==> config.mk <==
export PLATFORM = sky130hd
export DESIGN_NAME = dmsc_eval
export DESIGN_NICKNAME = d
export VERILOG_FILES = /design/src/design/dmsc_pkg.sv /design/src/design/dmsc_eval.sv
export SDC_FILE = /design/constraint.sdc
export NUM_CORES = 1
export LEC_CHECK = 0
export BUFFER_PORTS_ARGS = -buffer_cell sky130_fd_sc_hd__buf_2
export CORE_AREA = 5 5 158 160
export DETAILED_ROUTE_END_ITERATION = 16
export DIE_AREA = 0 0 163 165
export GPL_TIMING_DRIVEN = 1
export SYNTH_ARGS = -nofsm -noshare
export SYNTH_HDL_FRONTEND = slang
export SYNTH_SLANG_ARGS = --single-unit
==> constraint.sdc <==
create_clock -name vclk -period 7
set_clock_uncertainty 0.1 [all_clocks]
set_input_delay 1.4 -clock vclk [all_inputs]
set_output_delay 1.4 -clock vclk [all_outputs]
set_load 0.1 [all_outputs]
==> src/design/dmsc_pkg.sv <==
// Shared types and codes for the direct-mapped search cache.
// Used by dmsc_table, dmsc_eval and direct_mapped_search_cache. No dependencies.
package dmsc_pkg;

    // Operation codes carried in the input tuser.
    localparam logic [1:0] KIND_PROBE = 2'd0;
    localparam logic [1:0] KIND_STORE = 2'd1;
    localparam logic [1:0] KIND_CLEAR = 2'd2;

    // Bound kinds of a stored entry.
    localparam logic [1:0] FLAG_EXACT = 2'd0;
    localparam logic [1:0] FLAG_UPPER = 2'd1;
    localparam logic [1:0] FLAG_LOWER = 2'd2;

    // Mate scores lie beyond this magnitude.
    localparam logic signed [16:0] MATE_LIMIT = 17'sd20000;
    localparam logic signed [16:0] SCORE_MAX  = 17'sd32767;
    localparam logic signed [16:0] SCORE_MIN  = -17'sd32768;

    localparam int KEY_W   = 64;
    localparam int DATA_W  = 42;
    localparam int SLOT_W  = KEY_W + DATA_W;
    localparam int IN_TDATA_W  = 160;
    localparam int OUT_TDATA_W = 80;
    localparam int OUT_TUSER_W = 3;

    // Data word of one slot; score sits in the lowest bits.
    typedef struct packed {
        logic [1:0]         flag;
        logic signed [7:0]  depth;
        logic [15:0]        move;
        logic signed [15:0] score;
    } data_t;

    // One slot: key in the low bits, data word above it.
    typedef struct packed {
        data_t              data;
        logic [KEY_W-1:0]   key;
    } slot_t;

    // Payload fields of one input item (kind travels separately).
    typedef struct packed {
        logic signed [15:0] beta;
        logic signed [15:0] alpha;
        logic signed [7:0]  needed_depth;
        logic [7:0]         ply;
        logic [1:0]         new_flag;
        logic signed [7:0]  new_depth;
        logic [15:0]        new_move;
        logic signed [15:0] new_score;
        logic [KEY_W-1:0]   key;
    } item_t;

    // Outcome of one probe or store against the slot that was read.
    typedef struct packed {
        logic   usable;
        logic   matched;
        logic   written;
        data_t  found;
        slot_t  new_slot;
    } eval_t;

    // Control states of the top level.
    typedef enum logic [1:0] {
        ST_WIPE,
        ST_IDLE,
        ST_LOOKUP
    } state_t;

endpackage

==> src/design/dmsc_eval.sv <==
// Probe and store evaluation: key and depth match, cutoff test, mate adjustment
// and depth-preferred replacement decision. Depends on dmsc_pkg.
module dmsc_eval (
    input  logic [1:0]        kind,
    input  dmsc_pkg::item_t   item,
    input  dmsc_pkg::slot_t   slot,
    output dmsc_pkg::eval_t   res
);
    import dmsc_pkg::*;

    logic signed [16:0] score_ext;
    logic signed [16:0] ply_ext;
    logic signed [16:0] adj_sum;
    logic signed [15:0] adj_score;
    logic               hit;
    logic               replace;

    // Mate adjustment by ply, saturated to 16 bits.
    always_comb begin
        score_ext = {item.new_score[15], item.new_score};
        ply_ext   = {9'd0, item.ply};
        if (score_ext > MATE_LIMIT) begin
            adj_sum = score_ext + ply_ext;
        end else if (score_ext < -MATE_LIMIT) begin
            adj_sum = score_ext - ply_ext;
        end else begin
            adj_sum = score_ext;
        end
        if (adj_sum > SCORE_MAX) begin
            adj_score = 16'sh7FFF;
        end else if (adj_sum < SCORE_MIN) begin
            adj_score = 16'sh8000;
        end else begin
            adj_score = adj_sum[15:0];
        end
    end

    // Match and replacement tests against the stored slot.
    assign hit     = (slot.key == item.key) && (slot.data.depth >= item.needed_depth);
    assign replace = (slot.key == '0) || (slot.data.depth <= item.new_depth);

    // Result fields; new_slot is always filled from the item, anything else without meaning for the operation is zero.
    always_comb begin
        res = '0;
        res.new_slot.key        = item.key;
        res.new_slot.data.score = adj_score;
        res.new_slot.data.move  = item.new_move;
        res.new_slot.data.depth = item.new_depth;
        res.new_slot.data.flag  = item.new_flag;
        case (kind)
            KIND_PROBE: begin
                if (hit) begin
                    res.matched = 1'b1;
                    res.found   = slot.data;
                    case (slot.data.flag)
                        FLAG_EXACT: res.usable = 1'b1;
                        FLAG_UPPER: res.usable = (slot.data.score <= item.alpha);
                        FLAG_LOWER: res.usable = (slot.data.score >= item.beta);
                        default:    res.usable = 1'b0;
                    endcase
                end
            end
            KIND_STORE: begin
                res.written = replace;
            end
            default: begin
                res.written = 1'b0;
            end
        endcase
    end

endmodule

# --- After elaboration in Yosys (flattened, before gate mapping) ---
# Cells that the tools add are included.
word_totals:
  wordCells: 29
  inputBits: 262
  ff_bits: 0
  output_inout_bits: 151
op_classes:
  reduce_logical: 5
  n_addsub: 2
  eq_ne: 4
  mux: 10
  order_cmp: 8
ops:
  columns: ["operator", "n"]
  rows:
  - ["42-bit 2-to-1 mux", 2]
  - ["64-bit equality test", 1]
  - ["64-bit zero test", 1]
  - ["17-bit 2-to-1 mux", 2]
  - ["16-bit 2-to-1 mux", 2]
  - ["16-bit by 9-bit adder with 17-bit output", 1]
  - ["17-bit by 16-bit > comparator with 1-bit output, second input constant", 1]
  - ["17-bit by 16-bit < comparator with 1-bit output, second input constant", 1]
  - ["16-bit by 9-bit subtractor with 17-bit output", 1]
  - ["16-bit greater-or-equal comparator", 1]
  - ["16-bit > comparator, second input constant", 1]
  - ["16-bit <= comparator", 1]
  - ["16-bit < comparator, second input constant", 1]
  - ["8-bit greater-or-equal comparator", 1]
  - ["8-bit <= comparator", 1]
  - ["2-bit by 1-bit equality test with 1-bit output, second input constant", 2]
  - ["2-bit zero test", 2]
  - ["2-bit 2-to-1 mux", 2]
  - ["1-bit one-hot mux with 3 select lines", 1]
  - ["2-bit equality test, second input constant", 1]
  - ["1-bit logical AND", 1]
  - ["1-bit logical OR", 1]
  - ["1-bit 2-to-1 mux", 1]

# --- Logic depth before layout (Yosys ltp) ---
# Gate-level depths: netlist (run 1).
depth:
  ltp_word: 6
  depth_mapped: 9
  mapped_depth_nobuf: 9

# --- Least setup slack after synthesis (run 1) ---
# Ideal clock, no wire load.
synth_path:
  kind: "input to output"
  start: "input port item[109] (netlist bit)"
  end: "output port res[77] (netlist bit)"
  slack_ps: 208
  cell_stages: 9
  arrival_ps: 5292
  cell_sequence: "inv_1 > ha_1 > buf_2 > nor2_1 > o221ai_1 > a31o_1 > or2_2 > buf_2 > a311oi_1"
synth_rtl:
  columns: ["item", "line", "source"]
  rows:
  - ["start, declared", "dmsc_eval.sv:5", "input dmsc_pkg::item_t item,"]
  - ["end, declared", "dmsc_eval.sv:7", "output dmsc_pkg::eval_t res"]

==> results of run 1 <==
[how the worst min path moves through the flow]
| stage | to | slack [ns] | depth (start not counted) |
|---|---|---|---|
| 3_5_place_dp | res[82] | 2.70 | 0 |
| 2_1_floorplan | res[0] | 2.91 | 1 |
| 5_1_grt | res[88] | 2.70 | 0 |
| 4_1_cts | res[82] | 2.70 | 0 |
| 6_report | res[90] | 2.70 | 0 |
| 3_3_place_gp | res[82] | 2.70 | 0 |
[cell type report]
class	count	area, um2
multi-input combinational	460	3550
inverter	74	278
tap	319	399
antenna	2	5.00
fill	2633	17100
timing repair buffer	378	1890
[power breakdown]
part | switching [W] | total [W] | internal, W
logic | 0.000426 | 0.000591 | 0.000166
registers | 0 | 0 | 0
clock network | 0 | 0.0000000000384 | 0.0000000000383
total | 0.000426 | 0.000591 | 0.000166
[synth_stat cells, types with 3 or more instances]
cell type / count / area [um2]
o21ai_1: 3 / 15.0
clkbuf_1: 5 / 18.8
nor2b_1: 10 / 62.6
inv_1: 73 / 274
or3_1: 3 / 18.8
and3_1: 5 / 31.3
buf_4: 90 / 676
a21o_1: 6 / 45.0
a31oi_1: 7 / 43.8
o21a_1: 8 / 60.1
nor4_1: 30 / 188
nand2_1: 24 / 90.1
nor3_2: 3 / 30.0
or2_2: 3 / 18.8
nand3_1: 11 / 55.1
xnor2_1: 50 / 438
o221ai_1: 6 / 52.6
o2111ai_1: 4 / 35.0
nor3_1: 15 / 75.1
buf_2: 9 / 45.0
nor2_1: 12 / 45.0
nand4_1: 22 / 138
nand2b_1: 16 / 100
o22ai_1: 5 / 31.3
ha_1: 64 / 801
o21bai_1: 3 / 22.5
o21ai_0: 14 / 70.1
nor3b_1: 4 / 30.0
a221oi_1: 3 / 26.3
and2_1: 44 / 275
a211o_1: 4 / 35.0
a211oi_1: 4 / 30.0
and4_1: 3 / 26.3
a21oi_1: 23 / 115
[routing by layer]
| metal | share of wire | vias up |
|---|---|---|
| met3 | 0.063 | 28 |
| li1 | - | 2747 |
| met5 | 0 | - |
| met2 | 0.49 | 324 |
| met4 | 0.029 | 0 |
| met1 | 0.42 | 2640 |
[stage by stage]
stage               setup WS, ns  instance area [um2]
detailed placement          1.37                 6120
finish                      1.52                 6120
CTS                         1.36                 6120
floorplan                  0.208                 4580
global route                1.30                 6120
global placement            1.39                 6120
[kinds of logic after synthesis]
group / Yosys count
muxes: 2
AOI/OAI and AO/OA: 121
and+or+nand+nor: 221
xor gates and xnor gates: 50
buffers and inverters: 180
adders and majority gates: 66
==> metrics, run 1 <==
status complete, no violations; drt wl/cell 18.4 um; final WL 22600 um; fraction of layout cells with a size suffix above 1 0.439; Port-buffer cells 377; first-pass GRT wire length 32900 um; largest family of logic cells by synthesized area simple AND/OR/NAND/NOR gates; hpwl dp 20600 um; worst hold margin 2.70 ns; Pleak 3.30 nW; CP Capture Type output port; Core ar. 23300 um2; GRT overflow 0; post_cts resized 0; number of global-route vias before repair 5720; Hold Crit Class input port to output port; Critical Path RT 5.50 ns; area fraction in and, or, nand and nor cells after synthesis 0.295; Post CTS Setup Buffer Count 0; Netlist cell types 72; Die Wd 163 um; DR vias/cell 4.65; met2 Track Usage GR 0.282; fmax 182 MHz; GRT met1 Usage 0.204; xor and xnor area share after synthesis 0.0956; Bufs and invs on worst path 3; Arrival @ worst endpoint 3.98 ns; maximum vdd drop 0.0814 mV; non-filler instance count after layout 1233; initial DRC count 296; site row count 56; # nets final 1242; critical path cell sequence buf_2, xnor2_1, nand4_1, nor4_1, nand4_1, nor3_4, buf_4, o211a_1, buf_2; Mapped Area 4580 um2; starting density of the core 0.197; GRT met3 Usage 0.0112; Final Cycle Share 0.784; pwr dens 96.5 nW/um2; DRC Markers 0; post-synthesis sequential area ratio 0; Critical Path Fanout Max 42; largest net degree at the start of global routing 43; Routability Congestion 0.910; CP Launch Point item[47]; setup TNS 0 ns; GRT Util Overall 0.156; most common cell after layout, fill and taps aside buf_2; post-synthesis mux area share 0.00464; Final Util 0.263; Register Area 0 um2; first drt pass iteration count 5; Synth Area per Inst 7.16 um2; FF+latch count 0; Slew HR 0.327; Final Critical Period 5.48 ns; WS Path Type input port to output port; Final Max Slew Viols 0; chip height 165 um; Boundary Pins 413; hold_sp item[90]; Die Area 26900 um2; gr busiest metal met2; Max Cap Viol 0; Critical Path Source Type input port; Placed Cells 1231; delay-heaviest family, CP simple AND/OR/NAND/NOR gates; clkbuf count 0; CTS Hold Bufs 0; final setup fails 0; CP peak stage delay 0.44 ns; endpoints failing hold 0; Worst Tran Pin Value 1.00 ns; Worst path depth 9; RSZ-0062 raised after global routing no; initial antenna violation count 5; Pwr Total 0.000591 W; CP endpoint res[150]; Ys Warns 0; Slowest-stage cell, CP buf_2; final antenna-violating net count 0; Area growth syn-to-layout 33.7%; via count 5739; most frequent cells in the layout 377 x buf_2, 73 x inv_1, 64 x ha_1; Cells after Synth 640; synthesized-area fraction occupied by adder cells 0.184; Mapped Nets 968; post-synthesis compound-gate area fraction 0.195
Power figures use the tool's default switching activity.
==> inputs of run 2 (changes only) <==
CORE_AREA = 5 5 159 161   (was 5 5 158 160)
DIE_AREA = 0 0 164 166   (was 0 0 163 165)
clock period = 5.4 ns   (was 7 ns; I/O delays follow)
==> metrics, run 2 (synthesis gave the netlist of run 1 again) <==
largest net degree at the start of global routing 43 (unchanged); Critical Path Source Type input port; number of global-route vias before repair 5677 (-0.75%); CP peak stage delay 0.44 ns (about the same); final setup fails 0 (unchanged); # nets final 1242 (unchanged); Slew HR 0.308 (-0.0191); GRT overflow 0 (unchanged); fraction of layout cells with a size suffix above 1 0.445 (+0.00658); Design Area, Final 6160 um2 (+0.61%); clkbuf count 0 (unchanged); hold_sp item[94]; Boundary Pins 413 (unchanged); Pwr Total 0.000767 W (+30%); endpoints failing hold 0 (unchanged); Max Cap Viol 0 (unchanged); post_cts resized 0 (unchanged); FF+latch count 0 (unchanged); via count 5737 (-0.035%); site row count 57 (+1.8%); CP Launch Point item[47]; DR vias/cell 4.63 (-0.44%); first drt pass iteration count 5 (unchanged); Critical Path Fanout Max 42 (unchanged); CP Capture Type output port; Worst Tran Pin Value 1.03 ns (+0.0284 ns); Final Util 0.259 (-0.00459); starting density of the core 0.192 (-0.00461); Final Critical Period 4.91 ns; DRC Markers 0 (unchanged); Bufs and invs on worst path 3 (unchanged); status complete, no violations; placed inst area 6160 um2 (+0.61%); most frequent cells in the layout 377 x buf_2, 73 x inv_1, 64 x ha_1; Die Area 27200 um2 (+1.2%); Slowest-stage cell, CP buf_2; GRT Util Overall 0.149 (-0.00761); setup TNS 0 ns (unchanged); final antenna-violating net count 0 (unchanged); Pleak 3.32 nW (+0.37%); WS Path Type input port to output port; critical path cell sequence buf_2, xnor2_1, nand4_1, nor4_1, nand4_1, nor3_4, buf_4, and2_1, buf_2; Port-buffer cells 377 (unchanged); Final Cycle Share 0.909; Final Max Slew Viols 0 (unchanged); Area growth syn-to-layout 34.5%; pwr dens 124 nW/um2 (+29%); worst hold margin 2.06 ns (-0.640 ns); most common cell after layout, fill and taps aside buf_2; initial antenna violation count 4 (-1); fmax 204 MHz; chip height 166 um (+0.61%); final WL 22300 um (-1.3%); Critical Path RT 4.22 ns (-1.28 ns); CTS Hold Bufs 0 (unchanged); Die Wd 164 um (+0.61%); Routability Congestion 0.957 (+5.2%); delay-heaviest family, CP simple AND/OR/NAND/NOR gates; Hold Crit Class input port to output port; hpwl dp 20400 um (-0.88%); drt wl/cell 18.0 um (-1.7%); first-pass GRT wire length 32200 um (-2.2%); RSZ-0062 raised after global routing no; Register Area 0 um2 (unchanged); Post CTS Setup Buffer Count 0 (unchanged); Core ar. 23800 um2 (+2.4%); Arrival @ worst endpoint 3.73 ns (-0.25 ns); maximum vdd drop 0.122 mV (+50%); initial DRC count 345 (+17%)
==> run 2: cell counts in the layout (fill, tap and decap cells not counted) <==
Identical to the previous run, type by type.
==> run 2: through the flow <==
stage / worst slack (ns) / cells
floorplan: -0.533 / 640
global placement: 0.407 / 1236
finish: 0.491 / 1238
detailed placement: 0.387 / 1236
global route: 0.386 / 1237
CTS: 0.373 / 1236
==> run 2: per-layer routing <==
layer,wire (um),up-vias,global-route usage
met1,8970,2611,0.188
li1,-,2760,-
met5,13,-,0
met2,11000,328,0.272
met4,584,2,0.0295
met3,1750,36,0.0154
==> run 2: report_power, final <==
| group | total (W) | switching, W | internal (W) | leakage, nW |
|---|---|---|---|---|
| registers | 0 | 0 | 0 | 0 |
| clock network | 0.0000000000496 | 0 | 0.0000000000496 | 0.0000127 |
| logic | 0.000767 | 0.000552 | 0.000215 | 3.32 |
==> run 2: area by class of cell <==
class | count | area (um2)
Inverter | 74 | 278
Tap cell | 324 | 405
Multi-Input combinational cell | 460 | 3580
Timing Repair Buffer | 378 | 1890
Fill cell | 2690 | 17700
Antenna cell | 2 | 5.00
==> run 2: path summary, 6_finish.rpt <==
check / cells after the start / end / slack [ns]
max: 9 / res[129] / 0.49
min: 0 / res[94] / 2.06
==> inputs of run 3 (changes only) <==
PLACE_DENSITY_LB_ADDON = 0.3   (was default)
==> metrics, run 3 (synthesis gave the netlist of run 1 again) <==
status complete, no violations; largest net degree at the start of global routing 43 (unchanged); gr busiest metal met2; Max Cap Viol 0 (unchanged); CTS Hold Bufs 0 (unchanged); drt wl/cell 19.1 um (+5.6%); Core ar. 23800 um2 (unchanged); Boundary Pins 413 (unchanged); placed inst area 6160 um2 (+0.12%); Comb pwr share 1.000 (about the same); starting density of the core 0.192 (unchanged); RSZ-0062 raised after global routing no; Slew HR 0.295 (-0.0137); Placed Cells 1237 (+0.081%); Final Critical Period 4.81 ns (-0.0994 ns); final antenna-violating net count 0 (unchanged); post-route setup slack 0.591 ns (+0.0994 ns); sequential share of power 0 (unchanged); Worst Tran Pin Value 1.05 ns (+0.0204 ns); GRT Util Overall 0.159 (+0.00981); Final Cycle Share 0.891 (-0.0184); Pwr Total 0.000772 W (+0.62%); Hold Crit Class input port to output port; maximum vdd drop 0.0906 mV (-26%); Critical Path Source Type input port; via count 5687 (-0.87%); hpwl dp 21600 um (+5.5%); most common cell after layout, fill and taps aside buf_2; clkbuf count 0 (unchanged); Pleak 3.32 nW (+0.16%); Die Wd 164 um (unchanged); Register Area 0 um2 (unchanged); Design Area, Final 6170 um2 (+0.16%); fmax 208 MHz (+2.1%); number of global-route vias before repair 5757 (+1.4%); Critical Path RT 4.22 ns (about the same); fraction of layout cells with a size suffix above 1 0.446 (+0.000608); Die Area 27200 um2 (unchanged); met2 Track Usage GR 0.304 (+0.0324); Sw Ratio 0.721 (+0.00106); post_cts resized 0 (unchanged); non-filler instance count after layout 1240 (+0.16%); Final Max Slew Viols 0 (unchanged); pwr dens 125 nW/um2 (+0.45%); GRT met3 Usage 0.0114 (-0.00397); dpl ws 0.507 ns (+0.120 ns); site row count 57 (unchanged); endpoints failing hold 0 (unchanged); # nets final 1243 (+0.081%); Area growth syn-to-layout 34.7%; Switch Pwr 0.000556 W (+0.76%); GRT met1 Usage 0.199 (+0.0104); Port-buffer cells 377 (unchanged); clock share of power 0 (unchanged); first drt pass iteration count 5 (unchanged); Pint 0.000216 W (+0.24%); final setup fails 0 (unchanged); Routability Congestion 0.961 (+0.41%); DRC Markers 0 (unchanged); initial DRC count 266 (-23%); CP Capture Type output port; DR vias/cell 4.59 (-1.0%); CP endpoint res[75]; Arrival @ worst endpoint 3.63 ns (-0.10 ns); setup TNS 0 ns (unchanged); final WL 23600 um (+5.8%); first-pass GRT wire length 33800 um (+5.0%); Post CTS Setup Buffer Count 0 (unchanged); chip height 166 um (unchanged); WS Path Type input port to output port; hold_sp item[105]; FF+latch count 0 (unchanged); GRT overflow 0 (unchanged); Critical Path Fanout Max 11 (-74%); most frequent cells in the layout 377 x buf_2, 73 x inv_1, 64 x ha_1; initial antenna violation count 4 (unchanged); CP Launch Point item[69]
==> run 3: changes by cell type in the layout (fill, tap and decap cells not counted), sizes merged <==
| cell | before | now |
|---|---|---|
| buf | 378 | 379 |
| diode | 2 | 3 |
==> run 3: worst min path at each step <==
stage / endpoint / slack (ns) / depth (start not counted)
after detailed placement: res[104] / 2.06 / 0
final: res[105] / 2.06 / 0
after global routing: res[105] / 2.06 / 0
after CTS: res[104] / 2.06 / 0
after floorplan: res[148] / 2.24 / 1
after global placement: res[104] / 2.06 / 0
==> run 3: per-stage QoR <==
stage / utilization / hold slack, ns
after global placement: 0.259 / 2.06
after global routing: 0.259 / 2.06
final: 0.259 / 2.06
after CTS: 0.259 / 2.06
after detailed placement: 0.259 / 2.06
after floorplan: - / 2.24
==> run 3: area by class of cell <==
| type | instances | area [um2] |
|---|---|---|
| Fill cell | 2778 | 17600 |
| Multi-Input combinational cell | 460 | 3580 |
| Timing Repair Buffer | 379 | 1900 |
| Tap cell | 324 | 405 |
| Inverter | 74 | 278 |
| Antenna cell | 3 | 7.51 |
==> run 3: power by group through the flow <==
stage          clock network [W]  registers [W]  logic (W)
2_1_floorplan                  0              0   0.000636
4_1_cts                        0              0   0.000776
3_3_place_gp                   0              0   0.000773
6_report         0.0000000000748              0   0.000772
5_1_grt          0.0000000000497              0   0.000823
3_5_place_dp                   0              0   0.000773
==> run 3: worst max-delay path, cell delays in order <==
cell      delay [ns]
buf_2           0.16
ha_1            0.44
a211oi_2        0.28
nand2_1         0.10
a21o_1          0.30
o311a_1         0.37
a211o_1         0.28
nor3_2          0.17
buf_2           0.44
==> run 3: layer usage <==
layer,vias up,part of all wire,wire length [um]
li1,2750,-,-
met1,2641,0.41,9740
met2,277,0.52,12200
met3,15,0.061,1430
met4,4,0.0087,206
met5,-,0.0011,27
